==> config.mk <==
export PLATFORM = sky130hd
export DESIGN_NAME = utf8_width_converter_top
export DESIGN_NICKNAME = d
export VERILOG_FILES = /design/src/hw/rtl/uwc_pkg.sv /design/src/hw/rtl/uwc_front.sv /design/src/hw/rtl/uwc_queue.sv /design/src/hw/rtl/uwc_back.sv /design/src/hw/rtl/utf8_width_converter_top.sv
export SDC_FILE = /design/constraint.sdc
export NUM_CORES = 1
export LEC_CHECK = 0
export ABC_AREA = 1
export BUFFER_PORTS_ARGS = -buffer_cell sky130_fd_sc_hd__buf_2
export CAP_MARGIN = 5
export CORE_ASPECT_RATIO = 1.4
export CORE_MARGIN = 4
export CORE_UTILIZATION = 50
export CTS_CLUSTER_DIAMETER = 150
export CTS_CLUSTER_SIZE = 25
export DETAILED_ROUTE_END_ITERATION = 10
export PLACE_DENSITY = 0.84
export RECOVER_POWER = 100
export SYNTH_ARGS = -nofsm -noshare
export SYNTH_HDL_FRONTEND = slang
export SYNTH_HIERARCHICAL = 1
export SYNTH_SLANG_ARGS = --single-unit
==> constraint.sdc <==
create_clock -name clock -period 5.77 [get_ports clock]
set_input_delay 0.2885 -clock clock [delete_from_list [all_inputs] [get_ports clock]]
set_output_delay 0.2885 -clock clock [all_outputs]
set_load 0.1 [all_outputs]
==> src/hw/rtl/uwc_pkg.sv <==
// uwc_pkg: shared types and constants for the UTF-8 width converter.
// Used by uwc_front, uwc_queue, uwc_back and the top level; no dependencies.
package uwc_pkg;

   // hold states of the full-to-half decoder
   localparam logic [1:0] HOLD_NONE = 2'd0;
   localparam logic [1:0] HOLD_ONE  = 2'd1;
   localparam logic [1:0] HOLD_TWO  = 2'd2;

   // direction_mode codes
   localparam logic MODE_FULL_TO_HALF = 1'b0;
   localparam logic MODE_HALF_TO_FULL = 1'b1;

   // register map
   localparam logic REG_DIRECTION_MODE = 1'b0;

   // code points and byte ranges
   localparam logic [15:0] CP_IDEO_SPACE = 16'h3000;
   localparam logic [15:0] CP_FW_FIRST   = 16'hFF01;
   localparam logic [15:0] CP_FW_LAST    = 16'hFF5E;
   localparam logic [15:0] CP_FW_OFFSET  = 16'hFEE0;
   localparam logic [7:0]  BYTE_SPACE    = 8'h20;
   localparam logic [7:0]  BYTE_FIRST    = 8'h21;
   localparam logic [7:0]  BYTE_LAST     = 8'h7E;
   localparam logic [7:0]  LEAD3_BASE    = 8'hE0;
   localparam logic [7:0]  CONT_BASE     = 8'h80;
   localparam logic [3:0]  LEAD3_NIBBLE  = 4'hE;

   // job queue between front and back
   localparam int QUEUE_DEPTH = 2;
   localparam int QUEUE_PTR_W = $clog2(QUEUE_DEPTH);
   localparam int QUEUE_CNT_W = $clog2(QUEUE_DEPTH + 1);

   // one classified input: up to three output bytes
   typedef struct packed {
      logic [7:0] b0;
      logic [7:0] b1;
      logic [7:0] b2;
      logic [1:0] cnt;   // number of bytes, 1 to 3
      logic       eos;   // run closes the string
   } job_type;

   // front status seen by the top level
   typedef struct packed {
      logic [1:0] held_cnt;
   } front_status_type;

endpackage

==> src/hw/rtl/uwc_front.sv <==
// uwc_front: accepts input bytes, tracks held sequence bytes, and turns each
// transfer that completes a run into a job of one to three output bytes. Depends on uwc_pkg.
module uwc_front (
   input  logic                      clock,
   input  logic                      reset,
   input  logic                      mode,
   input  logic                      cfg_clear,
   input  logic                      req_tvalid,
   output logic                      req_tready,
   input  logic [7:0]                req_tdata,
   input  logic                      req_tlast,
   input  logic                      space,
   output logic                      job_push,
   output uwc_pkg::job_type          job,
   output uwc_pkg::front_status_type status
);

   logic [1:0]  held_cnt_ff, held_cnt_in;
   logic [7:0]  held_lead_ff, held_lead_in;
   logic [7:0]  held_second_ff, held_second_in;
   logic        fire;
   logic        gen;
   logic [15:0] cp_up;
   logic [15:0] cp_dn;
   logic [15:0] cp_half;

   assign req_tready = space;
   assign fire       = req_tvalid & space;

   assign cp_up   = {8'h00, req_tdata} + uwc_pkg::CP_FW_OFFSET;
   assign cp_dn   = {held_lead_ff[3:0], held_second_ff[5:0], req_tdata[5:0]};
   assign cp_half = cp_dn - uwc_pkg::CP_FW_OFFSET;

   always_comb begin
      held_cnt_in    = held_cnt_ff;
      held_lead_in   = held_lead_ff;
      held_second_in = held_second_ff;
      gen            = 1'b0;
      job            = '0;
      job.eos        = req_tlast;
      if (mode == uwc_pkg::MODE_HALF_TO_FULL) begin
         gen = 1'b1;
         if (req_tdata >= uwc_pkg::BYTE_FIRST && req_tdata <= uwc_pkg::BYTE_LAST) begin
            job.b0  = uwc_pkg::LEAD3_BASE | {4'h0, cp_up[15:12]};
            job.b1  = uwc_pkg::CONT_BASE | {2'b00, cp_up[11:6]};
            job.b2  = uwc_pkg::CONT_BASE | {2'b00, cp_up[5:0]};
            job.cnt = 2'd3;
         end else if (req_tdata == uwc_pkg::BYTE_SPACE) begin
            job.b0  = uwc_pkg::LEAD3_BASE | {4'h0, uwc_pkg::CP_IDEO_SPACE[15:12]};
            job.b1  = uwc_pkg::CONT_BASE | {2'b00, uwc_pkg::CP_IDEO_SPACE[11:6]};
            job.b2  = uwc_pkg::CONT_BASE | {2'b00, uwc_pkg::CP_IDEO_SPACE[5:0]};
            job.cnt = 2'd3;
         end else begin
            job.b0  = req_tdata;
            job.cnt = 2'd1;
         end
      end else begin
         unique case (held_cnt_ff)
            uwc_pkg::HOLD_NONE: begin
               if (req_tdata[7:4] == uwc_pkg::LEAD3_NIBBLE && !req_tlast) begin
                  held_lead_in = req_tdata;
                  held_cnt_in  = uwc_pkg::HOLD_ONE;
               end else begin
                  gen     = 1'b1;
                  job.b0  = req_tdata;
                  job.cnt = 2'd1;
               end
            end
            uwc_pkg::HOLD_ONE: begin
               if (req_tlast) begin
                  // string ends mid-sequence: flush what we have
                  gen         = 1'b1;
                  job.b0      = held_lead_ff;
                  job.b1      = req_tdata;
                  job.cnt     = 2'd2;
                  held_cnt_in = uwc_pkg::HOLD_NONE;
               end else begin
                  held_second_in = req_tdata;
                  held_cnt_in    = uwc_pkg::HOLD_TWO;
               end
            end
            default: begin
               gen         = 1'b1;
               held_cnt_in = uwc_pkg::HOLD_NONE;
               if (cp_dn == uwc_pkg::CP_IDEO_SPACE) begin
                  job.b0  = uwc_pkg::BYTE_SPACE;
                  job.cnt = 2'd1;
               end else if (cp_dn >= uwc_pkg::CP_FW_FIRST && cp_dn <= uwc_pkg::CP_FW_LAST) begin
                  job.b0  = cp_half[7:0];
                  job.cnt = 2'd1;
               end else begin
                  job.b0  = held_lead_ff;
                  job.b1  = held_second_ff;
                  job.b2  = req_tdata;
                  job.cnt = 2'd3;
               end
            end
         endcase
      end
   end

   assign job_push        = fire & gen;
   assign status.held_cnt = held_cnt_ff;

   always_ff @(posedge clock) begin
      if (reset) begin
         held_cnt_ff <= uwc_pkg::HOLD_NONE;
      end else if (cfg_clear) begin
         held_cnt_ff <= uwc_pkg::HOLD_NONE;
      end else if (fire) begin
         held_cnt_ff <= held_cnt_in;
      end
   end

   always_ff @(posedge clock) begin
      if (fire) begin
         held_lead_ff   <= held_lead_in;
         held_second_ff <= held_second_in;
      end
   end

endmodule

==> src/hw/rtl/uwc_queue.sv <==
// uwc_queue: short job queue that decouples front and back.
// Depends on uwc_pkg for the job type and depth.
module uwc_queue (
   input  logic             clock,
   input  logic             reset,
   input  logic             push,
   input  uwc_pkg::job_type push_job,
   output logic             space,
   input  logic             pop,
   output logic             avail,
   output uwc_pkg::job_type pop_job
);

   uwc_pkg::job_type                   slot_ff [uwc_pkg::QUEUE_DEPTH];
   logic [uwc_pkg::QUEUE_PTR_W-1:0]    wr_ptr_ff, wr_ptr_in;
   logic [uwc_pkg::QUEUE_PTR_W-1:0]    rd_ptr_ff, rd_ptr_in;
   logic [uwc_pkg::QUEUE_CNT_W-1:0]    count_ff, count_in;

   localparam logic [uwc_pkg::QUEUE_CNT_W-1:0] FULL_CNT =
      uwc_pkg::QUEUE_CNT_W'(uwc_pkg::QUEUE_DEPTH);
   localparam logic [uwc_pkg::QUEUE_PTR_W-1:0] LAST_PTR =
      uwc_pkg::QUEUE_PTR_W'(uwc_pkg::QUEUE_DEPTH - 1);

   assign space   = (count_ff != FULL_CNT);
   assign avail   = (count_ff != '0);
   assign pop_job = slot_ff[rd_ptr_ff];

   always_comb begin
      wr_ptr_in = wr_ptr_ff;
      rd_ptr_in = rd_ptr_ff;
      count_in  = count_ff;
      if (push) begin
         wr_ptr_in = (wr_ptr_ff == LAST_PTR) ? '0 : wr_ptr_ff + 1'b1;
      end
      if (pop) begin
         rd_ptr_in = (rd_ptr_ff == LAST_PTR) ? '0 : rd_ptr_ff + 1'b1;
      end
      if (push && !pop) begin
         count_in = count_ff + 1'b1;
      end else if (pop && !push) begin
         count_in = count_ff - 1'b1;
      end
   end

   always_ff @(posedge clock) begin
      if (reset) begin
         wr_ptr_ff <= '0;
         rd_ptr_ff <= '0;
         count_ff  <= '0;
      end else begin
         wr_ptr_ff <= wr_ptr_in;
         rd_ptr_ff <= rd_ptr_in;
         count_ff  <= count_in;
      end
   end

   always_ff @(posedge clock) begin
      if (push) begin
         slot_ff[wr_ptr_ff] <= push_job;
      end
   end

endmodule

==> src/hw/rtl/uwc_back.sv <==
// uwc_back: holds the current job and sends its bytes one per transfer.
// Depends on uwc_pkg for the job type.
module uwc_back (
   input  logic             clock,
   input  logic             reset,
   input  logic             avail,
   input  uwc_pkg::job_type next_job,
   output logic             pop,
   output logic             rsp_tvalid,
   input  logic             rsp_tready,
   output logic [7:0]       rsp_tdata,
   output logic             rsp_tlast,
   output logic             rsp_tuser
);

   uwc_pkg::job_type cur_ff;
   logic             valid_ff, valid_in;
   logic [1:0]       idx_ff, idx_in;
   logic             last;
   logic             fire;

   assign last = (idx_ff == (cur_ff.cnt - 2'd1));
   assign fire = valid_ff & rsp_tready;
   assign pop  = avail & (!valid_ff | (fire & last));

   always_comb begin
      valid_in = valid_ff;
      idx_in   = idx_ff;
      if (pop) begin
         valid_in = 1'b1;
         idx_in   = 2'd0;
      end else if (fire) begin
         if (last) begin
            valid_in = 1'b0;
            idx_in   = 2'd0;
         end else begin
            idx_in = idx_ff + 2'd1;
         end
      end
   end

   always_ff @(posedge clock) begin
      if (reset) begin
         valid_ff <= 1'b0;
         idx_ff   <= 2'd0;
      end else begin
         valid_ff <= valid_in;
         idx_ff   <= idx_in;
      end
   end

   always_ff @(posedge clock) begin
      if (pop) begin
         cur_ff <= next_job;
      end
   end

   always_comb begin
      case (idx_ff)
         2'd0:    rsp_tdata = cur_ff.b0;
         2'd1:    rsp_tdata = cur_ff.b1;
         default: rsp_tdata = cur_ff.b2;
      endcase
   end

   assign rsp_tvalid = valid_ff;
   assign rsp_tuser  = last;
   assign rsp_tlast  = last & cur_ff.eos;

endmodule

==> src/hw/rtl/utf8_width_converter_top.sv <==
// utf8_width_converter_top: full-width / half-width conversion on a UTF-8
// byte stream, one byte per transfer on each side.
// The input transfer that completes a run writes a queue slot; the back-end
// output register then presents its first result byte. Throughput: one input
// per cycle while results are one byte each and rsp_tready is high; an input
// that expands to three bytes holds the result port for three transfers, so
// the single byte-wide result channel sets the rate. Held bytes yield nothing.
// Reset (synchronous, active high) clears mode, hold state, queue and output.
module utf8_width_converter_top (
   input  logic        clock,
   input  logic        reset,
   // input stream
   input  logic        req_tvalid,
   output logic        req_tready,
   input  logic [7:0]  req_tdata,    // [7:0] in_byte
   input  logic        req_tlast,    // end_of_string
   // result stream
   output logic        rsp_tvalid,
   input  logic        rsp_tready,
   output logic [7:0]  rsp_tdata,    // [7:0] out_byte
   output logic        rsp_tlast,    // string_end
   output logic        rsp_tuser,    // [0] run_end
   // configuration
   input  logic        csr_psel,
   input  logic        csr_penable,
   input  logic        csr_pwrite,
   input  logic [2:0]  csr_paddr,
   input  logic [31:0] csr_pwdata,
   output logic [31:0] csr_prdata,
   output logic        csr_pready
);

   logic                      mode_ff;
   logic                      csr_write;
   logic                      cfg_clear;
   logic                      q_space;
   logic                      q_avail;
   logic                      q_pop;
   logic                      job_push;
   uwc_pkg::job_type          job;
   uwc_pkg::job_type          q_job;
   uwc_pkg::front_status_type front_status;

   // Register file: one register, word-addressed by paddr[2].
   assign csr_pready = 1'b1;
   assign csr_write  = csr_psel & csr_penable & csr_pwrite;
   assign cfg_clear  = csr_write & (csr_paddr[2] == uwc_pkg::REG_DIRECTION_MODE);
   assign csr_prdata = (csr_paddr[2] == uwc_pkg::REG_DIRECTION_MODE) ?
                       {31'd0, mode_ff} : 32'd0;

   always_ff @(posedge clock) begin
      if (reset) begin
         mode_ff <= uwc_pkg::MODE_FULL_TO_HALF;
      end else if (cfg_clear) begin
         mode_ff <= csr_pwdata[0];
      end
   end

   // Front: classify bytes, track held sequence bytes (cleared on mode write).
   uwc_front u_front (
      .clock      (clock),
      .reset      (reset),
      .mode       (mode_ff),
      .cfg_clear  (cfg_clear),
      .req_tvalid (req_tvalid),
      .req_tready (req_tready),
      .req_tdata  (req_tdata),
      .req_tlast  (req_tlast),
      .space      (q_space),
      .job_push   (job_push),
      .job        (job),
      .status     (front_status)
   );

   // Queue: lets the front keep taking bytes while the back drains a run.
   uwc_queue u_queue (
      .clock    (clock),
      .reset    (reset),
      .push     (job_push),
      .push_job (job),
      .space    (q_space),
      .pop      (q_pop),
      .avail    (q_avail),
      .pop_job  (q_job)
   );

   // Back: one byte per result transfer from the current job.
   uwc_back u_back (
      .clock      (clock),
      .reset      (reset),
      .avail      (q_avail),
      .next_job   (q_job),
      .pop        (q_pop),
      .rsp_tvalid (rsp_tvalid),
      .rsp_tready (rsp_tready),
      .rsp_tdata  (rsp_tdata),
      .rsp_tlast  (rsp_tlast),
      .rsp_tuser  (rsp_tuser)
   );

`ifndef SYNTHESIS
   // every half-to-full input yields a job at once
   a_h2f_push: assert property (@(posedge clock) disable iff (reset)
      (req_tvalid && req_tready && mode_ff == uwc_pkg::MODE_HALF_TO_FULL) |-> job_push)
      else $error("half-to-full transfer produced no job");

   // a job always carries at least one byte
   a_job_nonempty: assert property (@(posedge clock) disable iff (reset)
      job_push |-> (job.cnt != 2'd0))
      else $error("empty job pushed");

   // string end only on the last byte of a run
   a_end_is_run_end: assert property (@(posedge clock) disable iff (reset)
      (rsp_tvalid && rsp_tlast) |-> rsp_tuser)
      else $error("string_end without run_end");

   // a mode write drops any held sequence bytes
   a_cfg_clears_hold: assert property (@(posedge clock) disable iff (reset)
      cfg_clear |=> (front_status.held_cnt == uwc_pkg::HOLD_NONE))
      else $error("hold not cleared after mode write");
`endif

endmodule
Yosys cells after proc, flatten, opt, wreduce, memory -nomap -nowiden
Memories as Yosys holds them, arrays and structs flattened. A register that Yosys moved wholly into a read port is not among the register bits.
Cells that the tools add are included.
{"block": "word_totals", "input_bits": 51, "elab_cells": 103, "mem_bits_rw": 54, "output_inout_bits": 45, "ff_bits": 26, "mem_count": 1}
{"block": "classes", "add_sub_neg": 8, "reduce_logical": 22, "bitwise_logic": 13, "eq_ne": 8, "order_cmp": 4, "n_mux": 38}
{"name": "u_queue.slot_ff", "words": 2, "word_bits": 27, "read_ports": 1, "rd_clocked_by_memory_dff": 1, "write_ports": 1, "line": "uwc_queue.sv:14", "rtl": "uwc_pkg::job_type slot_ff [uwc_pkg::QUEUE_DEPTH];"}
{"cell": "$mux 16", "n": 4}
{"cell": "$mux 26", "n": 2}
{"cell": "$pmux 8 s2", "n": 3}
{"cell": "$mux 8", "n": 5}
{"cell": "$mux 2", "n": 9}
{"cell": "$eq 16x14->1 const B", "n": 1}
{"cell": "$ge 16x16->1 const B", "n": 1}
{"cell": "$le 16x16->1 const B", "n": 1}
{"cell": "$mux 1", "n": 12}
{"cell": "$add 9x10->11 const B", "n": 1}
{"cell": "$and 1x1->1", "n": 9}
{"cell": "$eq 8x6->1 const B", "n": 1}
{"cell": "$ge 8x6->1 const B", "n": 1}
{"cell": "$le 8x7->1 const B", "n": 1}
{"cell": "$pmux 2 s2", "n": 2}
{"cell": "$reduce_and 4->1", "n": 2}
{"cell": "$reduce_bool 2->1", "n": 4}
{"cell": "$sub 8x8->8 const B", "n": 1}
{"cell": "$reduce_or 2->1", "n": 3}
{"cell": "$logic_and 1x1->1", "n": 5}
{"cell": "$add 2x1->2 const B", "n": 2}
{"cell": "$eq 2x1->1 const B", "n": 2}
{"cell": "$eq 4x4->1 const B", "n": 1}
{"cell": "$logic_not 1->1", "n": 4}
{"cell": "11 further kinds", "n": 16}

Longest topological paths before layout
{"block": "depth", "depth_word": 10, "depth_mapped": 16, "depth_no_buf": 16}

Modules after synthesis
The synthesis kept the hierarchy.
{"module": "uwc_queue", "seq_area_each_um2": 1721.7, "cells_per_inst": 117, "n_inst": 1, "area_each_um2": 2278.4}
{"module": "uwc_front", "seq_area_each_um2": 520.5, "cells_per_inst": 208, "n_inst": 1, "area_each_um2": 1423.9}
{"module": "uwc_back", "seq_area_each_um2": 870.8, "cells_per_inst": 90, "n_inst": 1, "area_each_um2": 1201.2}
{"module": "utf8_width_converter_top", "seq_area_each_um2": 20.0, "cells_per_inst": 50, "n_inst": 1, "area_each_um2": 327.8}

Worst setup path after synthesis
Ideal clock, no wire load.
{"block": "synth_timing", "path_kind": "register -> register", "start": "reg mode_ff", "end": "mem u_queue/slot_ff[0][0] (netlist bit), enable pin", "setup_time_ps": 411, "period_less_slack_ps": 2684, "arrival_ps": 2273, "slack_ps": 3086, "required_time_ps": 5359, "path_buffers": 1, "stages_incl_launch_ff": 6, "cell_sequence": "dfxtp_1 -> inv_1 -> clkbuf_1 -> a21oi_1 -> inv_1 -> nor2_1"}
{"block": "synth_via", "elab_chain_len": 4}
{"item": "start, declared", "line": "utf8_width_converter_top.sv:33", "rtl": "logic mode_ff;"}
{"item": "start signal, assigned", "line": "utf8_width_converter_top.sv:53", "rtl": "mode_ff <= uwc_pkg::MODE_FULL_TO_HALF;"}
{"item": "start signal, assigned", "line": "utf8_width_converter_top.sv:55", "rtl": "mode_ff <= csr_pwdata[0];"}
{"item": "$mux 1", "line": "uwc_front.sv:41", "rtl": "if (mode == uwc_pkg::MODE_HALF_TO_FULL) begin"}
{"item": "$and 1x1->1", "line": "uwc_front.sv:102", "rtl": "assign job_push = fire & gen;"}
{"item": "named net job_push", "line": "utf8_width_converter_top.sv:39", "rtl": "logic job_push;"}
{"item": "$mux 1", "line": "uwc_queue.sv:58", "rtl": "if (push) begin"}
{"item": "$mux 1 (implied by the code)", "line": "uwc_queue.sv:59", "rtl": "slot_ff[wr_ptr_ff] <= push_job;"}
{"item": "end, declared", "line": "uwc_queue.sv:14"}
The timed path passes the listed nets, and every way through them passes these cells.

Final worst setup path
{"block": "layout_timing", "start": "reg mode_ff", "end": "mem u_queue/slot_ff[0][21] (netlist bit), enable pin"}
The elaborated chain is that of the path after synthesis.

==> metrics.cfg <==
[cts]
holdBufCountCts=0
clk_transition_reported_paths_ns=0.07
clock_sink_count=108
postCtsSetupRepairBufs=0
htree_levels=3
ctsRootBufferMaster=clkbuf_16
post_cts.resized_instances=0
clkLatencyLatePin_ns=0.34
tritoncts=built
clock_buffer_count_from_cts=9
cts-root-to-sink-buffers=2

[yosys]
simple_gate_area_share_of_the_yosys_netlist=0.156
syn-cell-area_um2=5230
synth_xor_area_frac=0.00502
synth.avg_cell_area_um2=11.3
synthMuxAreaShare=0.0744
synth.area.top_cells=edfxtp_1 (56%), nand2_1 (6.2%), mux2_4 (5.7%), buf_4 (4.9%), dfxtp_1 (4.2%)
synth_compound_gate_area_share=0.0464
synth_top_family_by_area=simple AND/OR/NAND/NOR gates
synth_top_area_share=0.557
number_of_warnings_printed_during_yosys_synthesis=6
synth-main-ff-cell=edfxtp_1
synth_cells=465
synth_seq_area_share=0.599
synth_cell_count_leaders=edfxtp_1 (97), nand2_1 (86), inv_1 (51)
netlist.top_cell.by_area=edfxtp_1
synth.lib_cells_used.distinct=38
library_cell_with_the_highest_instance_count_after_synthesis=edfxtp_1
synth.ff_latch_count=108
synthAdderAreaFrac=0.0144
synth_edf_count=97
async_flop_share=0

[placed_design]
detailedPlacementHpwl_um=6710
dp.cells=620
place_ws_ns=2.97
dpl-instance-area_um2=5350
portBuffers=30
gp_routability_congestion=0.909

[sta]
max_clock_freq_mhz=311
final-max-slew-violation-count=55
worst_slack_ns=2.55
layout_min_cycle_time_ns=3.22
grt_setup_unrepaired=false
tns_ns=0
slew_headroom=-0.0110
clock-skew-final_ns=0.0102
timing_worst_slew_pin_value_ns=1.52
fin_crit_sh=0.558
finalHoldViolations=0
setup_viol=0

[detailed_routing]
drt_wl_total_um=9040
ant_nets=0
drt_iter0_markers=192
viasPerCell=5.00
drcViolationCount=0
routed-via-count=3180
first_pass_iters=4
wl_per_cell_um=14.2

[setup_path]
cp_max_fo=27
reg2reg_depth=5
critPathLaunchType=register
timing.critical_path.required_ns=5.71
timing_worst_setup_path_type=register to register
cp.arrival_ns=3.16
critical_path.endpoint_type=register

[global_routing]
first_global_vias=3094
global_route.usage.total=0.154
pin_count_of_the_biggest_net_entering_global_routing=30
globalRoute.totalOverflow=0
antenna_found_initial=0
grt_pass1_wl_um=14500

[cells_and_area]
antenna_cells=0
layout-drive-gt1-share=0.0938
syn2layout_area_growth_pct=4.83
postLayoutCellArea_um2=5480
final-instance-count-excl-fill=636
fillCellCount=883
final_net_count=553

[floorplan]
start_util=0.520
pin_count=96
fp-row-count=43
die_h_um=129
core_area_um2=10100
dieArea_um2=12200
die_extent_in_x_um=94.4

[outcome]
run_status=finished with violations
failed_checks=capacitance limit, slew limit

[worst_hold_path]
hold-path-cell-count=2
hold_class=primary input to register

[power_and_ir_drop]
irDropWorstVdd_mv=0.202
powerDensity_nw_per_um2=467
power.leakage_nw=2.21

[job]
max_capacitance_violation_count=2

[worst max-delay path, stage by stage (launching register included)]
cell and delay, ns:
dfxtp_1 0.75, inv_1 0.38, a21oi_1 0.39, inv_1 0.09
nor2_2 0.10, clkbuf_1 1.09
[sequential cells by signal, summed over array words and instances (netlist names), 2 cells and up, named ones only]
signal / flops
u_queue/slot_ff: 54
u_front/held_second_ff: 8
u_front/status: 2
u_queue/count_ff: 2
u_back/idx_ff: 2
u_front/held_lead_ff: 8
u_back/cur_ff: 27
[cell type report]
cell class                      instances  area (um2)  area share
Sequential cell                       108        3130       0.571
Clock buffer                            9         225      0.0411
Multi-Input combinational cell        289        1560       0.285
Clock inverter                          7        55.1      0.0100
Timing Repair Buffer                   32         130      0.0237
Inverter                               56         210      0.0383
Tap cell                              135         169      0.0308
[metrics by stage]
| stage | total power, mW | hold slack, ns | utilization |
|---|---|---|---|
| global route | 2.69 | 0.221 | 0.545 |
| floorplan | 1.97 | 0.358 | - |
| global placement | 2.04 | 0.481 | 0.532 |
| CTS | 2.65 | 0.187 | 0.560 |
| detailed placement | 2.08 | 0.488 | 0.532 |
| finish | 2.56 | 0.210 | 0.545 |
[metal layers]
layer | track usage | vias to the layer above | share of wire
met5 | 0 | - | 0
li1 | - | 1567 | -
met1 | 0.170 | 1492 | 0.40
met2 | 0.280 | 96 | 0.52
met4 | 0.0757 | 0 | 0.034
met3 | 0.0279 | 25 | 0.044
[cells by family after synthesis]
group                      Yosys count
other                                2
xor gates and xnor gates             3
buffers and inverters               98
AOI/OAI and AO/OA                   40
muxes                               28
adders and majority gates            6
DFF                                108
and+or+nand+nor                    180
[layout by cell type, fill, tap and decap left out, types with 4 or more instances in the layout]
| master | count |
|---|---|
| nand4_1 | 4 |
| clkbuf_1 | 24 |
| nand3_1 | 28 |
| dfxtp_1 | 11 |
| conb_1 | 32 |
| mux2_1 | 19 |
| edfxtp_1 | 97 |
| mux2_2 | 7 |
| a21oi_1 | 12 |
| ha_1 | 6 |
| inv_1 | 54 |
| nor2_1 | 43 |
| a22oi_1 | 9 |
| nand2_1 | 91 |
| clkbuf_16 | 9 |
| o21ai_0 | 10 |
| buf_2 | 8 |
[final timing paths]
path	startpoint	end	slack (ns)
min	reset	u_queue/rd_ptr_ff	0.21
max reg2reg	mode_ff	u_queue/slot_ff[0][21]	2.55
min reg2reg	u_front/status[0]	u_front/status[0]	0.49
max	mode_ff	u_queue/slot_ff[0][21]	2.55
[where the power goes]
part           leakage, nW  total, mW  switching [mW]  internal (mW)
logic                 1.07      0.862           0.710          0.151
registers             1.00       1.13          0.0525           1.08
clock network        0.140      0.569           0.271          0.299
total                 2.21       2.56            1.03           1.53
(Power assumes the default switching activity.)
